File: config.mk
export PLATFORM = sky130hd
export DESIGN_NAME = engine_speed_acceleration_tracker_core_flat
export DESIGN_NICKNAME = d
export VERILOG_FILES = /design/src/hdl/esat_pkg.sv /design/src/hdl/esat_in_if.sv /design/src/hdl/esat_out_if.sv /design/src/hdl/engine_speed_acceleration_tracker_core.sv /design/src/hdl/esat_ctrl.sv /design/src/hdl/esat_dp.sv /design/src/flat_wrapper.sv
export SDC_FILE = /design/constraint.sdc
export NUM_CORES = 1
export LEC_CHECK = 0
export BUFFER_PORTS_ARGS = -buffer_cell sky130_fd_sc_hd__buf_2
export CELL_PAD_IN_SITES_DETAIL_PLACEMENT = 0
export CELL_PAD_IN_SITES_GLOBAL_PLACEMENT = 1
export CORE_MARGIN = 4
export CORE_UTILIZATION = 54
export CTS_CLUSTER_DIAMETER = 100
export DETAILED_ROUTE_END_ITERATION = 7
export HOLD_SLACK_MARGIN = 0.12
export PLACE_DENSITY = 0.92
export SYNTH_ARGS = -nofsm -noshare
export SYNTH_HDL_FRONTEND = slang
export SYNTH_HIERARCHICAL = 1
export SYNTH_SLANG_ARGS = --single-unit
File: constraint.sdc
create_clock -name clk -period 16.4 [get_ports clk]
set_input_delay 3.28 -clock clk [delete_from_list [all_inputs] [get_ports clk]]
set_output_delay 3.28 -clock clk [all_outputs]
set_load 0.02 [all_outputs]
File: src/hdl/esat_pkg.sv
// ---------------------------------------------------------------------------
// esat_pkg: shared types and constants of the acceleration tracker
// Register indexes, fixed arithmetic constants and the command and status
// bundles that join the controller to the datapath.
// ---------------------------------------------------------------------------
`default_nettype none

package esat_pkg;

    // Configuration register indexes.
    localparam int unsigned CFG_IDX_W = 3;
    localparam logic [CFG_IDX_W-1:0] REG_ENABLED     = 3'd0;
    localparam logic [CFG_IDX_W-1:0] REG_CRANK_THR   = 3'd1;
    localparam logic [CFG_IDX_W-1:0] REG_CRANK_COEFF = 3'd2;
    localparam logic [CFG_IDX_W-1:0] REG_NORM_COEFF  = 3'd3;
    localparam logic [CFG_IDX_W-1:0] REG_ACCEL_THR   = 3'd4;
    localparam logic [CFG_IDX_W-1:0] REG_MIN_INTV    = 3'd5;

    // Widths of fields and registers.
    localparam int unsigned CFG_DATA_W = 24;
    localparam int unsigned RPM_W      = 16;
    localparam int unsigned TIME_W     = 32;
    localparam int unsigned COEFF_W    = 17;
    localparam int unsigned INTV_W     = 24;
    localparam int unsigned ACCEL_W    = 32;

    // Arithmetic constants.
    localparam int unsigned US_PER_S_W = 20;
    localparam logic [US_PER_S_W-1:0] US_PER_S = 20'd1000000;
    localparam int unsigned PROD_W     = RPM_W + US_PER_S_W;
    localparam int unsigned DIV_STEPS  = PROD_W;
    localparam int unsigned DIV_CNT_W  = $clog2(DIV_STEPS);

    localparam logic [COEFF_W-1:0] COEFF_MAX   = 17'd65536;
    localparam logic [INTV_W-1:0]  INTERVAL_LO = 24'd1000;
    localparam logic [INTV_W-1:0]  INTERVAL_HI = 24'd10000000;

    // Reset values of the configuration registers.
    localparam logic [RPM_W-1:0]   RST_CRANK_THR   = 16'd400;
    localparam logic [COEFF_W-1:0] RST_CRANK_COEFF = 17'd13107;
    localparam logic [COEFF_W-1:0] RST_NORM_COEFF  = 17'd3277;
    localparam logic [RPM_W-1:0]   RST_ACCEL_THR   = 16'd50;
    localparam logic [INTV_W-1:0]  RST_MIN_INTV    = 24'd100000;

    typedef struct packed {
        logic load;      // capture an input beat
        logic eval;      // elapsed time, product and decision
        logic div_step;  // one quotient bit
        logic finish;    // commit state and load the output register
    } esat_cmd_t;

    typedef struct packed {
        logic go_div;    // this item produces a new acceleration
        logic div_last;  // the final quotient bit is being formed
        logic out_free;  // the output register can take a beat
    } esat_status_t;

endpackage

`default_nettype wire

File: src/hdl/esat_in_if.sv
// ---------------------------------------------------------------------------
// esat_in_if: input channel of the acceleration tracker
// One beat carries a speed sample and its microsecond timestamp.
// ---------------------------------------------------------------------------
`default_nettype none

interface esat_in_if;
    logic        valid;
    logic        ready;
    logic [15:0] speed_rpm;
    logic [31:0] timestamp_us;

    modport source (output valid, output speed_rpm, output timestamp_us, input ready);
    modport sink   (input valid, input speed_rpm, input timestamp_us, output ready);
endinterface

`default_nettype wire

File: src/hdl/esat_out_if.sv
// ---------------------------------------------------------------------------
// esat_out_if: result channel of the acceleration tracker
// One beat carries the acceleration estimate, its flags and the coefficient.
// ---------------------------------------------------------------------------
`default_nettype none

interface esat_out_if;
    logic               valid;
    logic               ready;
    logic signed [31:0] acceleration;
    logic               accelerating;
    logic               decelerating;
    logic               cranking;
    logic [16:0]        active_coeff;
    logic               accel_updated;

    modport source (output valid, output acceleration, output accelerating,
                    output decelerating, output cranking, output active_coeff,
                    output accel_updated, input ready);
    modport sink   (input valid, input acceleration, input accelerating,
                    input decelerating, input cranking, input active_coeff,
                    input accel_updated, output ready);
endinterface

`default_nettype wire

File: src/hdl/engine_speed_acceleration_tracker_core.sv
// A result beat turns valid after its item has passed the evaluation state,
// the division state when a new acceleration is computed, and the commit state.
// A new input beat is taken only after the previous item is committed; the
// 36-step bit-serial divider that forms the quotient makes the longer path.
// Reset (rst_n, asynchronous, active low) restores the register defaults,
// disables tracking and clears the reference and the held acceleration.
// ---------------------------------------------------------------------------
// engine_speed_acceleration_tracker_core: engine acceleration tracker
// Estimates rpm per second from timestamped speed samples, flags
// acceleration and deceleration, and selects the filter coefficient.
// ---------------------------------------------------------------------------
`default_nettype none

module engine_speed_acceleration_tracker_core (
    input  wire logic                            clk,
    input  wire logic                            rst_n,
    input  wire logic                            cfg_wr_en,
    input  wire logic [esat_pkg::CFG_IDX_W-1:0]  cfg_index,
    input  wire logic [esat_pkg::CFG_DATA_W-1:0] cfg_wr_data,
    esat_in_if.sink                              in_beat,
    esat_out_if.source                           out_beat
);

    // The controller walks each accepted beat through capture, evaluation,
    // division when a new acceleration is computed, and commit. The datapath
    // owns every register that holds data, including the configuration
    // registers and the output register, and reports back only the few status
    // bits the controller needs to pick its next phase.
    esat_pkg::esat_cmd_t    cmd;
    esat_pkg::esat_status_t status;

    esat_ctrl u_ctrl (
        .clk      (clk),
        .rst_n    (rst_n),
        .in_valid (in_beat.valid),
        .in_ready (in_beat.ready),
        .status   (status),
        .cmd      (cmd)
    );

    // In the evaluation phase the datapath forms the wrapped elapsed time,
    // decides whether the interval has been reached and registers the scaled
    // speed difference |delta| * 1000000 as the dividend. The divider then
    // produces one quotient bit per cycle; the sign is restored and the
    // value saturated when the result is committed. Because the output
    // register sits between the sides, a new beat is taken while the
    // previous result still waits for the sink.
    esat_dp u_dp (
        .clk           (clk),
        .rst_n         (rst_n),
        .cfg_wr_en     (cfg_wr_en),
        .cfg_index     (cfg_index),
        .cfg_wr_data   (cfg_wr_data),
        .speed_rpm     (in_beat.speed_rpm),
        .timestamp_us  (in_beat.timestamp_us),
        .cmd           (cmd),
        .status        (status),
        .out_ready     (out_beat.ready),
        .out_valid     (out_beat.valid),
        .acceleration  (out_beat.acceleration),
        .accelerating  (out_beat.accelerating),
        .decelerating  (out_beat.decelerating),
        .cranking      (out_beat.cranking),
        .active_coeff  (out_beat.active_coeff),
        .accel_updated (out_beat.accel_updated)
    );

`ifndef SYNTHESIS
    // An accepted beat is evaluated in the very next cycle.
    assert property (@(posedge clk) disable iff (!rst_n)
        (in_beat.valid && in_beat.ready) |=> cmd.eval)
    else $error("accepted beat was not evaluated next cycle");

    // A commit always presents a result beat.
    assert property (@(posedge clk) disable iff (!rst_n)
        cmd.finish |=> out_beat.valid)
    else $error("commit did not produce a result beat");

    // The threshold is never negative, so both flags cannot be set at once.
    assert property (@(posedge clk) disable iff (!rst_n)
        out_beat.valid |-> !(out_beat.accelerating && out_beat.decelerating))
    else $error("acceleration and deceleration flagged together");

    // Coefficient writes are clamped, so the selected one stays in range.
    assert property (@(posedge clk) disable iff (!rst_n)
        out_beat.valid |-> (out_beat.active_coeff <= esat_pkg::COEFF_MAX))
    else $error("active coefficient out of range");
`endif

endmodule

`default_nettype wire

File: src/hdl/esat_ctrl.sv
// ---------------------------------------------------------------------------
// esat_ctrl: sequencer of the acceleration tracker
// Steps one item through capture, evaluation, division (when a new acceleration is computed) and commit.
// ---------------------------------------------------------------------------
`default_nettype none

module esat_ctrl (
    input  wire logic                  clk,
    input  wire logic                  rst_n,
    input  wire logic                  in_valid,
    output logic                       in_ready,
    input  wire esat_pkg::esat_status_t status,
    output esat_pkg::esat_cmd_t        cmd
);

    localparam logic [1:0] ST_IDLE = 2'd0;
    localparam logic [1:0] ST_EVAL = 2'd1;
    localparam logic [1:0] ST_DIV  = 2'd2;
    localparam logic [1:0] ST_FIN  = 2'd3;

    logic [1:0] state_reg;
    logic [1:0] state_next;

    always_comb
    begin
        state_next = state_reg;
        unique case (state_reg)
            ST_IDLE:
            begin
                if (in_valid)
                    state_next = ST_EVAL;
            end
            ST_EVAL:
            begin
                state_next = status.go_div ? ST_DIV : ST_FIN;
            end
            ST_DIV:
            begin
                if (status.div_last)
                    state_next = ST_FIN;
            end
            ST_FIN:
            begin
                if (status.out_free)
                    state_next = ST_IDLE;
            end
            default:
            begin
                state_next = ST_IDLE;
            end
        endcase
    end

    always_ff @(posedge clk or negedge rst_n)
    begin
        if (!rst_n)
            state_reg <= ST_IDLE;
        else
            state_reg <= state_next;
    end

    assign in_ready     = (state_reg == ST_IDLE);
    assign cmd.load     = (state_reg == ST_IDLE) && in_valid;
    assign cmd.eval     = (state_reg == ST_EVAL);
    assign cmd.div_step = (state_reg == ST_DIV);
    assign cmd.finish   = (state_reg == ST_FIN) && status.out_free;

endmodule

`default_nettype wire

File: src/hdl/esat_dp.sv
// ---------------------------------------------------------------------------
// esat_dp: datapath of the acceleration tracker
// Configuration registers, reference state, multiplier, bit-serial divider
// and the output register.
// ---------------------------------------------------------------------------
`default_nettype none

module esat_dp (
    input  wire logic                                  clk,
    input  wire logic                                  rst_n,
    input  wire logic                                  cfg_wr_en,
    input  wire logic [esat_pkg::CFG_IDX_W-1:0]        cfg_index,
    input  wire logic [esat_pkg::CFG_DATA_W-1:0]       cfg_wr_data,
    input  wire logic [esat_pkg::RPM_W-1:0]            speed_rpm,
    input  wire logic [esat_pkg::TIME_W-1:0]           timestamp_us,
    input  wire esat_pkg::esat_cmd_t                   cmd,
    output esat_pkg::esat_status_t                     status,
    input  wire logic                                  out_ready,
    output logic                                       out_valid,
    output logic signed [esat_pkg::ACCEL_W-1:0]        acceleration,
    output logic                                       accelerating,
    output logic                                       decelerating,
    output logic                                       cranking,
    output logic [esat_pkg::COEFF_W-1:0]               active_coeff,
    output logic                                       accel_updated
);

    localparam int unsigned PW = esat_pkg::PROD_W;
    localparam int unsigned TW = esat_pkg::TIME_W;

    // Configuration registers.
    logic                           enabled_reg;
    logic [esat_pkg::RPM_W-1:0]     crank_thr_reg;
    logic [esat_pkg::COEFF_W-1:0]   crank_coeff_reg;
    logic [esat_pkg::COEFF_W-1:0]   norm_coeff_reg;
    logic [esat_pkg::RPM_W-1:0]     accel_thr_reg;
    logic [esat_pkg::INTV_W-1:0]    min_intv_reg;

    // Tracking state.
    logic                           seeded_reg;
    logic [esat_pkg::RPM_W-1:0]     ref_speed_reg;
    logic [TW-1:0]                  ref_time_reg;
    logic [esat_pkg::ACCEL_W-1:0]   accel_value_reg;
    logic                           accel_flag_reg;
    logic                           decel_flag_reg;

    // Item in flight.
    logic [esat_pkg::RPM_W-1:0]     rpm_reg;
    logic [TW-1:0]                  now_reg;
    logic                           upd_reg;
    logic                           seed_reg;
    logic                           neg_reg;
    logic [TW-1:0]                  divisor_reg;
    logic [TW-1:0]                  rem_reg;
    logic [PW-1:0]                  quo_reg;
    logic [esat_pkg::DIV_CNT_W-1:0] cnt_reg;

    // Output register.
    logic                           out_valid_reg;
    logic [esat_pkg::ACCEL_W-1:0]   out_accel_reg;
    logic                           out_acc_flag_reg;
    logic                           out_dec_flag_reg;
    logic                           out_crank_reg;
    logic [esat_pkg::COEFF_W-1:0]   out_coeff_reg;
    logic                           out_upd_reg;

    logic [esat_pkg::COEFF_W-1:0]   wr_coeff;
    logic [esat_pkg::INTV_W-1:0]    wr_intv;
    logic [TW-1:0]                  elapsed;
    logic signed [esat_pkg::RPM_W:0] delta;
    logic [esat_pkg::RPM_W-1:0]     delta_mag;
    logic [PW-1:0]                  product;
    logic [TW:0]                    trial;
    logic                           trial_ok;
    logic [esat_pkg::ACCEL_W-1:0]   q_sat;
    logic signed [esat_pkg::ACCEL_W:0] q_ext;
    logic signed [esat_pkg::ACCEL_W:0] thr_ext;
    logic                           crank_now;

    // Write-side clamping of the coefficient and interval registers.
    always_comb
    begin
        wr_coeff = cfg_wr_data[esat_pkg::COEFF_W-1:0];
        if (wr_coeff > esat_pkg::COEFF_MAX)
            wr_coeff = esat_pkg::COEFF_MAX;
        wr_intv = cfg_wr_data[esat_pkg::INTV_W-1:0];
        if (wr_intv < esat_pkg::INTERVAL_LO)
            wr_intv = esat_pkg::INTERVAL_LO;
        else if (wr_intv > esat_pkg::INTERVAL_HI)
            wr_intv = esat_pkg::INTERVAL_HI;
    end

    always_ff @(posedge clk or negedge rst_n)
    begin
        if (!rst_n)
        begin
            enabled_reg     <= 1'b0;
            crank_thr_reg   <= esat_pkg::RST_CRANK_THR;
            crank_coeff_reg <= esat_pkg::RST_CRANK_COEFF;
            norm_coeff_reg  <= esat_pkg::RST_NORM_COEFF;
            accel_thr_reg   <= esat_pkg::RST_ACCEL_THR;
            min_intv_reg    <= esat_pkg::RST_MIN_INTV;
        end
        else if (cfg_wr_en)
        begin
            unique case (cfg_index)
                esat_pkg::REG_ENABLED:     enabled_reg     <= cfg_wr_data[0];
                esat_pkg::REG_CRANK_THR:   crank_thr_reg   <= cfg_wr_data[esat_pkg::RPM_W-1:0];
                esat_pkg::REG_CRANK_COEFF: crank_coeff_reg <= wr_coeff;
                esat_pkg::REG_NORM_COEFF:  norm_coeff_reg  <= wr_coeff;
                esat_pkg::REG_ACCEL_THR:   accel_thr_reg   <= cfg_wr_data[esat_pkg::RPM_W-1:0];
                esat_pkg::REG_MIN_INTV:    min_intv_reg    <= wr_intv;
                default:
                begin
                end
            endcase
        end
    end

    // Evaluation: elapsed time, speed difference and scaled magnitude.
    assign elapsed   = now_reg - ref_time_reg;
    assign delta     = $signed({1'b0, rpm_reg}) - $signed({1'b0, ref_speed_reg});
    assign delta_mag = delta[esat_pkg::RPM_W] ? esat_pkg::RPM_W'(-delta)
                                              : esat_pkg::RPM_W'(delta);
    assign product   = PW'(delta_mag) * PW'(esat_pkg::US_PER_S);

    assign status.go_div = enabled_reg && seeded_reg
                        && (elapsed >= {{(TW-esat_pkg::INTV_W){1'b0}}, min_intv_reg});

    // Restoring division, one quotient bit per cycle.
    assign trial    = {rem_reg, quo_reg[PW-1]} - {1'b0, divisor_reg};
    assign trial_ok = !trial[TW];
    assign status.div_last = (cnt_reg == esat_pkg::DIV_CNT_W'(esat_pkg::DIV_STEPS - 1));

    always_ff @(posedge clk)
    begin
        if (cmd.load)
        begin
            rpm_reg <= speed_rpm;
            now_reg <= timestamp_us;
        end
        if (cmd.eval)
        begin
            upd_reg     <= status.go_div;
            seed_reg    <= enabled_reg && !seeded_reg;
            neg_reg     <= delta[esat_pkg::RPM_W];
            divisor_reg <= elapsed;
            rem_reg     <= '0;
            quo_reg     <= product;
            cnt_reg     <= '0;
        end
        else if (cmd.div_step)
        begin
            if (trial_ok)
                rem_reg <= trial[TW-1:0];
            else
                rem_reg <= {rem_reg[TW-2:0], quo_reg[PW-1]};
            quo_reg <= {quo_reg[PW-2:0], trial_ok};
            cnt_reg <= cnt_reg + 1'b1;
        end
    end

    // Sign, saturation and threshold compare of the quotient.
    always_comb
    begin
        if (!neg_reg)
        begin
            if (quo_reg[PW-1:esat_pkg::ACCEL_W-1] != '0)
                q_sat = {1'b0, {(esat_pkg::ACCEL_W-1){1'b1}}};
            else
                q_sat = quo_reg[esat_pkg::ACCEL_W-1:0];
        end
        else
        begin
            if ((quo_reg[PW-1:esat_pkg::ACCEL_W] != '0)
                || (quo_reg[esat_pkg::ACCEL_W-1] && (quo_reg[esat_pkg::ACCEL_W-2:0] != '0)))
                q_sat = {1'b1, {(esat_pkg::ACCEL_W-1){1'b0}}};
            else
                q_sat = -quo_reg[esat_pkg::ACCEL_W-1:0];
        end
    end

    assign q_ext     = $signed({q_sat[esat_pkg::ACCEL_W-1], q_sat});
    assign thr_ext   = $signed({{(esat_pkg::ACCEL_W+1-esat_pkg::RPM_W){1'b0}}, accel_thr_reg});
    assign crank_now = (rpm_reg < crank_thr_reg);

    always_ff @(posedge clk or negedge rst_n)
    begin
        if (!rst_n)
        begin
            seeded_reg      <= 1'b0;
            ref_speed_reg   <= '0;
            ref_time_reg    <= '0;
            accel_value_reg <= '0;
            accel_flag_reg  <= 1'b0;
            decel_flag_reg  <= 1'b0;
        end
        else if (cmd.finish)
        begin
            if (seed_reg)
            begin
                seeded_reg    <= 1'b1;
                ref_speed_reg <= rpm_reg;
                ref_time_reg  <= now_reg;
            end
            else if (upd_reg)
            begin
                ref_speed_reg   <= rpm_reg;
                ref_time_reg    <= now_reg;
                accel_value_reg <= q_sat;
                accel_flag_reg  <= (q_ext > thr_ext);
                decel_flag_reg  <= (q_ext < -thr_ext);
            end
        end
    end

    // Output register: a result may wait here while the next item is taken.
    assign status.out_free = !out_valid_reg || out_ready;

    always_ff @(posedge clk or negedge rst_n)
    begin
        if (!rst_n)
            out_valid_reg <= 1'b0;
        else if (cmd.finish)
            out_valid_reg <= 1'b1;
        else if (out_ready)
            out_valid_reg <= 1'b0;
    end

    always_ff @(posedge clk)
    begin
        if (cmd.finish)
        begin
            out_accel_reg    <= upd_reg ? q_sat : accel_value_reg;
            out_acc_flag_reg <= upd_reg ? (q_ext > thr_ext) : accel_flag_reg;
            out_dec_flag_reg <= upd_reg ? (q_ext < -thr_ext) : decel_flag_reg;
            out_crank_reg    <= crank_now;
            out_coeff_reg    <= crank_now ? crank_coeff_reg : norm_coeff_reg;
            out_upd_reg      <= upd_reg;
        end
    end

    assign out_valid     = out_valid_reg;
    assign acceleration  = $signed(out_accel_reg);
    assign accelerating  = out_acc_flag_reg;
    assign decelerating  = out_dec_flag_reg;
    assign cranking      = out_crank_reg;
    assign active_coeff  = out_coeff_reg;
    assign accel_updated = out_upd_reg;

endmodule

`default_nettype wire
File: src/flat_wrapper.sv
// flat-port wrapper written by rule: the top's interface ports become plain ports
module engine_speed_acceleration_tracker_core_flat 
  (clk, rst_n, cfg_wr_en, cfg_index, cfg_wr_data, in_beat_valid, in_beat_speed_rpm, in_beat_timestamp_us, in_beat_ready, out_beat_valid, out_beat_acceleration, out_beat_accelerating, out_beat_decelerating, out_beat_cranking, out_beat_active_coeff, out_beat_accel_updated, out_beat_ready);
  esat_in_if in_beat_i ();
  esat_out_if out_beat_i ();
  input  wire logic clk;
  input  wire logic rst_n;
  input  wire logic cfg_wr_en;
  input  wire logic [esat_pkg::CFG_IDX_W-1:0] cfg_index;
  input  wire logic [esat_pkg::CFG_DATA_W-1:0] cfg_wr_data;
  input wire logic [$bits(in_beat_i.valid)-1:0] in_beat_valid;
  input wire logic [$bits(in_beat_i.speed_rpm)-1:0] in_beat_speed_rpm;
  input wire logic [$bits(in_beat_i.timestamp_us)-1:0] in_beat_timestamp_us;
  output wire logic [$bits(in_beat_i.ready)-1:0] in_beat_ready;
  output wire logic [$bits(out_beat_i.valid)-1:0] out_beat_valid;
  output wire logic [$bits(out_beat_i.acceleration)-1:0] out_beat_acceleration;
  output wire logic [$bits(out_beat_i.accelerating)-1:0] out_beat_accelerating;
  output wire logic [$bits(out_beat_i.decelerating)-1:0] out_beat_decelerating;
  output wire logic [$bits(out_beat_i.cranking)-1:0] out_beat_cranking;
  output wire logic [$bits(out_beat_i.active_coeff)-1:0] out_beat_active_coeff;
  output wire logic [$bits(out_beat_i.accel_updated)-1:0] out_beat_accel_updated;
  input wire logic [$bits(out_beat_i.ready)-1:0] out_beat_ready;
  assign in_beat_i.valid = in_beat_valid;
  assign in_beat_i.speed_rpm = in_beat_speed_rpm;
  assign in_beat_i.timestamp_us = in_beat_timestamp_us;
  assign in_beat_ready = in_beat_i.ready;
  assign out_beat_valid = out_beat_i.valid;
  assign out_beat_acceleration = out_beat_i.acceleration;
  assign out_beat_accelerating = out_beat_i.accelerating;
  assign out_beat_decelerating = out_beat_i.decelerating;
  assign out_beat_cranking = out_beat_i.cranking;
  assign out_beat_active_coeff = out_beat_i.active_coeff;
  assign out_beat_accel_updated = out_beat_i.accel_updated;
  assign out_beat_i.ready = out_beat_ready;
  engine_speed_acceleration_tracker_core u_core (.clk(clk), .rst_n(rst_n), .cfg_wr_en(cfg_wr_en), .cfg_index(cfg_index), .cfg_wr_data(cfg_wr_data), .in_beat(in_beat_i), .out_beat(out_beat_i));
endmodule
Yosys cells after proc, flatten, opt, wreduce, memory -nomap -nowiden
Cells that the tools add are included.
{ "totals": {"reg_bits": 387, "output_inout_bits": 55} }
{ "op_classes": {"add_sub_neg": 7, "multipliers": 1, "n_lt_le_gt_ge": 7, "eq_ne": 12, "n_mux": 25, "bitwise_logic": 1, "n_reduce_logical": 29} }
{ "op_table": {"columns": ["cell", "n"], "rows": [
  ["$mux 32", 7],
  ["$mux 36", 2],
  ["$mux 16", 3],
  ["$mux 24", 2],
  ["$mux 17", 2],
  ["$lt 32x33->1", 1],
  ["$neg 16->33", 1],
  ["$sub 33x32->33", 1],
  ["$ge 32x24->1", 1],
  ["$gt 32x17->1", 1],
  ["$neg 32->32", 1],
  ["$sub 32x32->32", 1],
  ["$reduce_bool 31->1", 1],
  ["$mul 16x14->30 const B", 1],
  ["$gt 24x24->1 const B", 1],
  ["$lt 24x10->1 const B", 1],
  ["$reduce_and 2->1", 9],
  ["$gt 17x17->1 const B", 1],
  ["$sub 16x16->17", 1],
  ["$lt 16x16->1", 1],
  ["$neg 16->16", 1],
  ["$pmux 2 s4", 1],
  ["$add 6x1->6 const B", 1],
  ["$eq 3x2->1 const B", 2],
  ["18 further kinds", 38]
]} }

Longest topological paths before layout
{ "logic_depth": {"word_depth": 7, "depth_mapped": 35, "ltp_nobuf": 34} }

By module
The synthesis kept the hierarchy.
{ "by_module_without_submodules": {"columns": ["module", "n_inst", "cells_per_inst", "area_per_inst_um2", "seq_area_each_um2"], "rows": [
  ["esat_dp", 1, 2570, 25938.6, 10278.6],
  ["esat_ctrl", 1, 21, 222.7, 50.0]
]} }

Worst setup path after synthesis
OpenSTA, ideal clock, no wires.
{ "synth_path": {"path_type": "flip-flop to flip-flop", "start": "register u_core/u_dp/rpm_reg[2] (netlist name)", "end": "register u_core.u_dp.quo_reg[35] (data pin)", "arrival_ps": 7564, "required_ps": 16144, "slack_ps": 8580, "stages_incl_launch_ff": 30, "synth_period_minus_slack_ps": 7820, "cell_sequence": "edfxtp_1 > ha_1 > nor2b_1 > o31a_1 > o21ai_1 > a21oi_1 > a31oi_1 > o21ai_1 > inv_1 > clkbuf_1 > o21ai_0 > xnor2_1 > inv_1 > fa_1 > inv_1 > fa_1 > fa_1 > inv_1 > fa_1 > inv_1 > ha_1 > ha_1 > ha_1 > and3_1 > a221o_1 > a22o_1 > a211oi_1 > o21ai_0 > xnor2_1 > a22o_1"} }
{ "synth_rtl": {"columns": ["element", "line_no", "text"], "rows": [
  ["start: declaration", "esat_dp.sv:48", "logic [esat_pkg::RPM_W-1:0] rpm_reg;"],
  ["start signal: assignment", "esat_dp.sv:139", "rpm_reg <= speed_rpm;"],
  ["$sub 16x16->17", "esat_dp.sv:122", "assign delta = $signed({1'b0, rpm_reg}) - $signed({1'b0, ref_speed_reg});"],
  ["named net u_core.u_dp.delta, one bit", "esat_dp.sv:70", "logic signed [esat_pkg::RPM_W:0] delta;"],
  ["$mux 16", "esat_dp.sv:123", "assign delta_mag = delta[esat_pkg::RPM_W] ? esat_pkg::RPM_W'(-delta)"],
  ["$mul 16x14->30", "esat_dp.sv:125", "assign product = PW'(delta_mag) * PW'(esat_pkg::US_PER_S);"],
  ["$mux 36", "esat_dp.sv:142", "if (cmd.eval)"],
  ["end signal: assignment", "esat_dp.sv:149", "quo_reg <= product;"],
  ["end signal: assignment", "esat_dp.sv:158", "quo_reg <= {quo_reg[PW-2:0], trial_ok};"],
  ["end: declaration", "esat_dp.sv:55", "logic [PW-1:0] quo_reg;"]
]} }
The timed path passes the listed nets, and every way through them passes these cells.
A chain may end at the register's enable or synchronous reset.

Worst setup path in the final report
{ "layout_path": {"start": "register u_core/u_dp/rpm_reg[2] (netlist name)", "end": "register u_core.u_dp.quo_reg[34] (data pin)"} }
{ "layout_via": {"elab_chain_len": 5} }
{ "layout_rtl": {"columns": ["element", "line_no"], "rows": [
  ["$sub 16x16->17 *", "esat_dp.sv:122"],
  ["$neg 16->16", "esat_dp.sv:123"],
  ["$mux 16 *", "esat_dp.sv:123"],
  ["$mul 16x14->30 *", "esat_dp.sv:125"],
  ["$mux 36 *", "esat_dp.sv:142"]
]} }
Every way passes the cells marked *; elsewhere a longest branch is shown, timed or not.

==> reports/metrics.cfg <==
[yosys]
synth_top_area_share_pct = 19.1
synth_ff_type = edfxtp_1
ys_seq_elements = 387
synth_top_cell_by_area = edfxtp_1
ys_seq_area_share_pct = 39.5
synthesis.nets = 3005
synth_area_um2 = 26200
async_flop_share_pct = 45.7
synth_edf_count = 166
yosys-top-cells-count = ha_1 (281), inv_1 (275), nand2_1 (174), nor2_1 (174), edfxtp_1 (166)
synth_warnings = 6
synth_area_leaders = edfxtp_1 (19%), dfrtp_1 (14%), ha_1 (13%)
syn_area_per_cell_um2 = 10.1
yosys.cell_types.count = 93
postSynthCellCount = 2591
synth.most_common_cell = ha_1

[clocking]
clkTransAtPathRegs_ps = 60
insertion_delay_ps = 580
cts_tree = yes
numCtsBuffers = 44
post_cts_resized = 0
cts-htree-levels = 2
postCtsSetupBuffers = 0
clockRootBuffer = clkbuf_16
clock_path_buffers = 3
clock-sinks = 387
ctsHoldBuffers = 0

[setup_path]
crit_buf_inv = 5
crit_required_ps = 16710
path_class = flip-flop to flip-flop
crit_top_cell = inv_1
cpLargestDelayFamily = adder cells
slowest_stage = xnor2_1
startpoint_type = flip-flop
cp_max_fo = 13
crit_path_end_kind = flip-flop
critPathMaxStageDelay_ps = 670
arrival_ps = 8780

[timing]
slew_violations = 0
max_freq_mhz = 118
skew_ps = 13.4
hold_ws_ps = 472
relSlewSlack_pct = 20.9
period_share_pct = 51.6
rsz0062_at_grt = false
tns_ps = 0
worst_pin_slew_ps = 1170
fin_crit_ps = 8460
setup_viol = 0
hold_viol_final = 0

[routing]
num_vias = 19600
wl_met3_um = 3180
ant_nets = 0
firstDrtPassIters = 8
drt_iter0_drc = 1142
drt-total-wl_um = 61700
drt-met1-wl_um = 29100
drcViolationCount = 0
wl_met2_um = 28000
topRoutingLayerUsed = met5
viasPerCell = 5.83
wl_per_cell_um = 18.4

[floorplanning]
fp-row-count = 80
initial_utilization_pct = 54.7
die_h_um = 228
die_area_um2 = 52000
coreArea_um2 = 47800
io_pins = 135
die_width_um = 228

[global_route]
antenna_found_initial = 2
grt_usage_pct = 23.4
grt_pass1_vias = 19400
grt_pass1_wl_um = 101000
overflow = 0
grt_max_degree = 78

[layout]
nets = 3121
largest_reg_flops = 36
drive_above_1_share_pct = 15.1
syn_to_final_growth_pct = 10.9
diodes = 0

[worst_hold_path]
min-delay-path-class = flip-flop to flip-flop

[place]
portBuffers = 134
gp_congestion = 0.886
hpwl_um = 46600

[outcome]
status = completed

[flow_run]
drv_cap = 0

## worst register-to-register path: cells and delay by family, from the launching register on
family          cells  cell delay, ps
fa+ha+maj           8            3400
compound gates     10            2440
xor+xnor            2             850
buf+inv             5             650
flops               1             410
simple gates        2             370
mux                 1              80
## path summary, 6_finish.rpt
kind                                                start                              end  slack, ps  cells after the start
max reg2reg                        u_core/u_dp/rpm_reg[2]          u_core/u_dp/quo_reg[34]       7940                     28
max                                u_core/u_dp/rpm_reg[2]          u_core/u_dp/quo_reg[34]       7940                     28
min reg2reg                u_core/u_dp/norm_coeff_reg[14]   u_core/u_dp/norm_coeff_reg[14]        470                      2
min in group asynchronous                           rst_n  u_core/u_dp/accel_value_reg[29]       2680                      1
max in group asynchronous                           rst_n     u_core/u_dp/ref_time_reg[19]      11730                      3
min                        u_core/u_dp/norm_coeff_reg[14]   u_core/u_dp/norm_coeff_reg[14]        470                      2
## layout by cell type (no fill, tap or decap), types with 10 or more instances in the layout
cell type	Yosys	layout
a21o_1	66	66
or3_1	19	19
a211oi_1	38	38
edfxtp_1	166	166
a21oi_1	126	124
nor2b_1	27	26
buf_2	2	133
clkbuf_16	0	45
inv_1	275	275
o21ai_0	154	154
or2_2	12	12
o31ai_1	16	16
nor2_1	174	174
dfrtp_1	150	150
o21ai_1	21	20
xnor2_1	89	89
buf_4	3	18
a22o_1	26	26
a31oi_1	13	13
dfxtp_1	44	44
o21bai_1	10	10
and3_1	12	12
nand3_1	22	21
dfstp_2	27	27
or4_1	11	11
nor3_1	47	46
mux2i_1	41	41
nand2_1	174	174
fa_1	53	53
o211ai_1	10	10
nand2b_1	37	37
mux2_2	108	108
nand4_1	25	25
o311ai_1	13	13
xor2_1	50	50
ha_1	281	279
o21a_1	25	25
## routing by layer
layer,vias up,GRT usage [%]
met1,9465,33.6
met4,4,6.01
met5,-,0
li1,9496,-
met3,90,3.04
met2,512,37.8
## stage by stage
| step | setup WS, ps | std cells | cell area, um^2 | util, % |
|---|---|---|---|---|
| 2_1_floorplan | 8580 | 2591 | 26200 | - |
| 6_report | 7940 | 3358 | 29000 | 60.6 |
| 5_1_grt | 7230 | 3358 | 29000 | 60.6 |
| 3_3_place_gp | 8110 | 3276 | 27500 | 57.4 |
| 4_1_cts | 7940 | 3358 | 29000 | 60.6 |
| 3_5_place_dp | 7980 | 3276 | 27500 | 57.4 |
## final cells by class
class | count | area, um^2
Fill cell | 3987 | 18800
Multi-Input combinational cell | 1844 | 14500
Sequential cell | 387 | 10300
Clock buffer | 59 | 1250
Inverter | 278 | 1040
Timing Repair Buffer | 152 | 812
Tap cell | 615 | 769
Clock inverter | 23 | 284
## logic make-up (layout without fill, tap and decap cells)
logic type	count (synthesis)	count (layout)	synth area share [%]
buffers and inverters	360	512	5.25
multiplexers	150	150	6.26
flip-flops	387	387	39.5
AO/OA/AOI/OAI	610	610	15.4
adder cells (fa/ha/maj)	334	334	17.5
AND/OR/NAND/NOR	610	610	11.4
XOR/XNOR	140	140	4.72
Power is left out: the tool's default activity adds up to more than one toggle a clock period on the data nets, which glitch-free logic cannot reach.
